File: src/rtl/assert_macros.svh
// Assertion macros for the contact force RTL.
// No dependencies; assertions vanish when SYNTHESIS is defined.
`ifndef ASSERT_MACROS_SVH
`define ASSERT_MACROS_SVH
`ifndef SYNTHESIS
`define ASSERT_IMPLIES(label, clk, rst_n, a, c) \
    label: assert property (@(posedge clk) disable iff (!rst_n) (a) |-> (c)) \
        else $error("assertion failed");
`define ASSERT_NEXT(label, clk, rst_n, a, c) \
    label: assert property (@(posedge clk) disable iff (!rst_n) (a) |=> (c)) \
        else $error("assertion failed");
`else
`define ASSERT_IMPLIES(label, clk, rst_n, a, c)
`define ASSERT_NEXT(label, clk, rst_n, a, c)
`endif
`endif

File: src/rtl/cff_pkg.sv
// Package for the contact force core: Q16.16 helpers and register codes.
// No dependencies.
`default_nettype none
package cff_pkg;
    localparam int unsigned QW = 32;
    localparam int unsigned RW = 31;
    localparam int unsigned LATENCY = 7;

    localparam logic [2:0] REG_KN = 3'd0;
    localparam logic [2:0] REG_KS = 3'd1;
    localparam logic [2:0] REG_GN = 3'd2;
    localparam logic [2:0] REG_MU = 3'd3;
    localparam logic [2:0] REG_DT = 3'd4;

    localparam logic [RW-1:0] KN_RESET = 31'd65536000;
    localparam logic [RW-1:0] KS_RESET = 31'd49152000;
    localparam logic [RW-1:0] GN_RESET = 31'd0;
    localparam logic [RW-1:0] MU_RESET = 31'd32768;
    localparam logic [RW-1:0] DT_RESET = 31'd66;

    // saturate a 34-bit signed value to 32 bits
    function automatic logic signed [31:0] sat34(input logic signed [33:0] v);
        if (v > 34'sd2147483647) return 32'sh7fffffff;
        if (v < -34'sd2147483648) return 32'sh80000000;
        return v[31:0];
    endfunction

    // round a 65-bit signed product to Q16.16 (half up) and saturate
    function automatic logic signed [31:0] qround(input logic signed [64:0] p);
        logic signed [64:0] s;
        logic signed [48:0] q;
        s = p + 65'sd32768;
        q = s[64:16];
        if (q > 49'sd2147483647) return 32'sh7fffffff;
        if (q < -49'sd2147483648) return 32'sh80000000;
        return q[31:0];
    endfunction

    function automatic logic signed [32:0] sx(input logic signed [31:0] a);
        return {a[31], a};
    endfunction

    function automatic logic signed [32:0] ux(input logic [RW-1:0] a);
        return {2'b00, a};
    endfunction

    function automatic logic signed [31:0] qadd(input logic signed [31:0] a,
                                               input logic signed [31:0] b);
        return sat34({{2{a[31]}}, a} + {{2{b[31]}}, b});
    endfunction

    function automatic logic signed [31:0] qsub(input logic signed [31:0] a,
                                               input logic signed [31:0] b);
        return sat34({{2{a[31]}}, a} - {{2{b[31]}}, b});
    endfunction

    function automatic logic signed [31:0] qneg(input logic signed [31:0] a);
        return sat34(34'sd0 - {{2{a[31]}}, a});
    endfunction

    typedef struct packed {
        logic [RW-1:0] kn;
        logic [RW-1:0] ks;
        logic [RW-1:0] gn;
        logic [RW-1:0] mu;
        logic [RW-1:0] dt;
    } t_cfg;
endpackage
`default_nettype wire

File: src/rtl/cff_regs.sv
// Configuration register file for the contact force core.
// Depends on cff_pkg.
`default_nettype none
module cff_regs (
    input  wire logic        i_clk,
    input  wire logic        i_rst_n,
    input  wire logic        i_cfg_valid,
    input  wire logic [2:0]  i_cfg_index,
    input  wire logic [31:0] i_cfg_data,
    output cff_pkg::t_cfg    o_cfg
);
    cff_pkg::t_cfg r_cfg;
    always_ff @(posedge i_clk) begin
        if (!i_rst_n) begin
            r_cfg.kn <= cff_pkg::KN_RESET;
            r_cfg.ks <= cff_pkg::KS_RESET;
            r_cfg.gn <= cff_pkg::GN_RESET;
            r_cfg.mu <= cff_pkg::MU_RESET;
            r_cfg.dt <= cff_pkg::DT_RESET;
        end else if (i_cfg_valid) begin
            case (i_cfg_index)
                cff_pkg::REG_KN: r_cfg.kn <= i_cfg_data[30:0];
                cff_pkg::REG_KS: r_cfg.ks <= i_cfg_data[30:0];
                cff_pkg::REG_GN: r_cfg.gn <= i_cfg_data[30:0];
                cff_pkg::REG_MU: r_cfg.mu <= i_cfg_data[30:0];
                cff_pkg::REG_DT: r_cfg.dt <= i_cfg_data[30:0];
                default: ;
            endcase
        end
    end
    assign o_cfg = r_cfg;
endmodule
`default_nettype wire

File: config.mk
export PLATFORM = sky130hd
export DESIGN_NAME = cff_regs
export DESIGN_NICKNAME = d
export VERILOG_FILES = /design/src/rtl/assert_macros.svh /design/src/rtl/cff_pkg.sv /design/src/rtl/cff_regs.sv
export SDC_FILE = /design/constraint.sdc
export NUM_CORES = 1
export LEC_CHECK = 0
export BUFFER_PORTS_ARGS = -buffer_cell sky130_fd_sc_hd__buf_2
export CAP_MARGIN = 30
export CORE_ASPECT_RATIO = 0.5
export CORE_MARGIN = 3
export CORE_UTILIZATION = 38
export DETAILED_ROUTE_END_ITERATION = 8
export SETUP_SLACK_MARGIN = 0.2
export SYNTH_ARGS = -nofsm -noshare
export SYNTH_HDL_FRONTEND = slang
export SYNTH_SLANG_ARGS = --single-unit
File: constraint.sdc
create_clock -name i_clk -period 1.41 [get_ports i_clk]
set_input_delay 0.0705 -clock i_clk [delete_from_list [all_inputs] [get_ports i_clk]]
set_output_delay 0.0705 -clock i_clk [all_outputs]
set_load 0.01 [all_outputs]
==> run metrics <==
Core ar.=14600 um^2; fin area=7770 um^2; Die X=180 um; Placed Area=7060 um^2; Fin. Hold Viols=0; post-synth cell types=14; area of the mapped netlist=5740 um^2; R2R Setup Slk=0.77 ns; Total GRT Usage=17.3%; Post-Syn Instances=553; Startpoint Class=flop; max reg flops=155; Clock Tree Buf Depth=2; WP data arrival=0.89 ns; Synthesis Warnings=0; top-level I/O count=193; Worst-Skew Late Latency=0.41 ns; Area contributors post-synth=dfxtp_1 (54%), mux2i_1 (27%), nand2_1 (11%); layout cell share with drive strength beyond 1=31.8%; critical path required time=1.34 ns; Cells after DPL=920; min Tclk post-route=0.963 ns; total grt overflow=0; full die area=16700 um^2; Post-Route Utilization=53.2%; Setup violations, final=0; CP peak stage delay=0.34 ns; Die Height=92.9 um; post-route clock period utilization=68.3%; post_cts resized=0; CTS sink count=155; synthesis-to-layout area growth=35.5%; Final ANT Viol Nets=0; Peak VDD IR=763 uV; clock root buffer=clkbuf_16; syn avg cell area=10.4 um^2; Antenna diodes=0; crit-path cells=buf_2; post-synth top area share=54.1%; Routability Congestion=0.761; share of the yosys chip area belonging to registers=54.1%; CP endpoint kind=output pin; DR WL/cell=15.3 um; RSZ-0062 raised after global routing=no; P_leak=4.00 nW; Place WS=0.130 ns; kind of critical path=flop to output pin; CTS Buf Count=17; drt drc=0; Fillers=1340; DR iter-0 viols=142; Buffers on Ports=191; CTS tree=yes; Non-Filler Instances=962; delay-heaviest family, CP=flip-flops; post-CTS setup buffers=0; DRT Pass-1 Iters=4; DR vias/cell=4.60; hold buffer count at CTS=11; pwr dens=1270 nW/um^2; worst setup margin=0.447 ns; via count=4429; HPWL after DPL=10400 um; Final TNS setup=0 ns; WL final=14700 um; Worst-Margin Slew=0.365 ns; crit path max fanout=2; cell row count=31; status=finished, final reports clean; initial antenna violation count=0; first-pass GRT wire length=23300 um; MaxCap Viol Count=0; fmax=1.04 GHz; Starting Density=39.2%; Pins Over Slew Limit=0; post-synth top area cell=dfxtp_1; pin count of the biggest net entering global routing=59; Synth Net Count=591; number of global-route vias before repair=4373; Slowest cell on crit path=dfxtp_1; Slew headroom=75.6%; nets=790; Seq cells post-synth=155; Reg clk slew, reported paths=0.06 ns; Final Skew=0 ns; CP Buf/Inv Count=1; Hold WC Path Type=primary input to flop; H-tree levels=4
## metrics by stage
| stage | power [mW] | hold slack [ns] |
|---|---|---|
| after floorplan | 4.98 | 0.231 |
| after global placement | 5.27 | 0.343 |
| after detailed placement | 5.28 | 0.350 |
| after CTS | 10.0 | 0.0112 |
| after global routing | 10.2 | 0.0327 |
| final | 9.89 | 0.0246 |
## layer usage
layer	global-route usage, %	part of all wire, %	vias to the layer above
met3	4.47	4.8	9
li1	-	-	2225
met5	0	0	-
met1	23.0	48	2106
met2	28.6	47	89
met4	3.54	0.66	0
## cell usage in the layout, fill, tap and decap left out
master / netlist / final
nand4b_1: 1 / 1
mux2i_1: 155 / 155
clkinv_2: 0 / 1
dfxtp_1: 155 / 155
nor2b_1: 27 / 27
clkinv_4: 0 / 4
buf_2: 10 / 190
clkbuf_8: 0 / 1
nor4b_4: 1 / 1
inv_6: 0 / 3
buf_12: 0 / 10
clkbuf_16: 0 / 17
or4b_1: 1 / 1
clkbuf_1: 18 / 1
nor4bb_4: 0 / 1
bufinv_16: 0 / 3
buf_4: 8 / 8
nand2_1: 170 / 170
dlygate4sd3_1: 0 / 11
nand4bb_4: 0 / 2
and4bb_2: 1 / 1
clkinvlp_4: 0 / 1
## synthesized netlist by cell type
master and instances:
buf_4 8, dfxtp_1 155, nor2b_1 27, nand4bb_1 2
clkbuf_1 18, and4bb_2 1, buf_2 10, nand2_1 170
buf_1 3, mux2i_1 155, or4b_1 1, nor4bb_1 1
nand4b_1 1, nor4b_4 1
## cells by family (layout without fill, tap and decap cells)
kind of cell / count (synthesis) / count (layout) / share of synthesized area, %
muxes: 155 / 155 / 27.0
buffers and inverters: 39 / 250 / 3.29
DFF: 155 / 155 / 54.1
and+or+nand+nor: 204 / 204 / 15.6
## area by class of cell
cell class | instances | area (um^2) | area share (%)
Sequential cell | 155 | 3100 | 39.9
Multi-Input combinational cell | 359 | 2490 | 32.1
Timing Repair Buffer | 219 | 1320 | 17.0
Clock buffer | 19 | 443 | 5.70
Tap cell | 198 | 248 | 3.19
Clock inverter | 12 | 164 | 2.11
## path summary, 6_finish.rpt
| path | start | end | cells past startpoint |
|---|---|---|---|
| worst min-delay path | i_cfg_data[8] | o_cfg[70]$_SDFFE_PN0P_ | 3 |
| worst max-delay path | o_cfg[143]$_SDFFE_PN1P_ | o_cfg[143] | 1 |
| worst min register to register | o_cfg[78]$_SDFFE_PN0P_ | o_cfg[78]$_SDFFE_PN0P_ | 2 |
| worst max register to register | o_cfg[74]$_SDFFE_PN0P_ | o_cfg[74]$_SDFFE_PN0P_ | 2 |
## power breakdown
part	total (mW)	switching (mW)	internal [mW]
combinational	0.677	0.383	0.294
clock	4.69	1.84	2.85
sequential	4.52	0.0471	4.48
total	9.89	2.27	7.62
(Power assumes the default switching activity.)
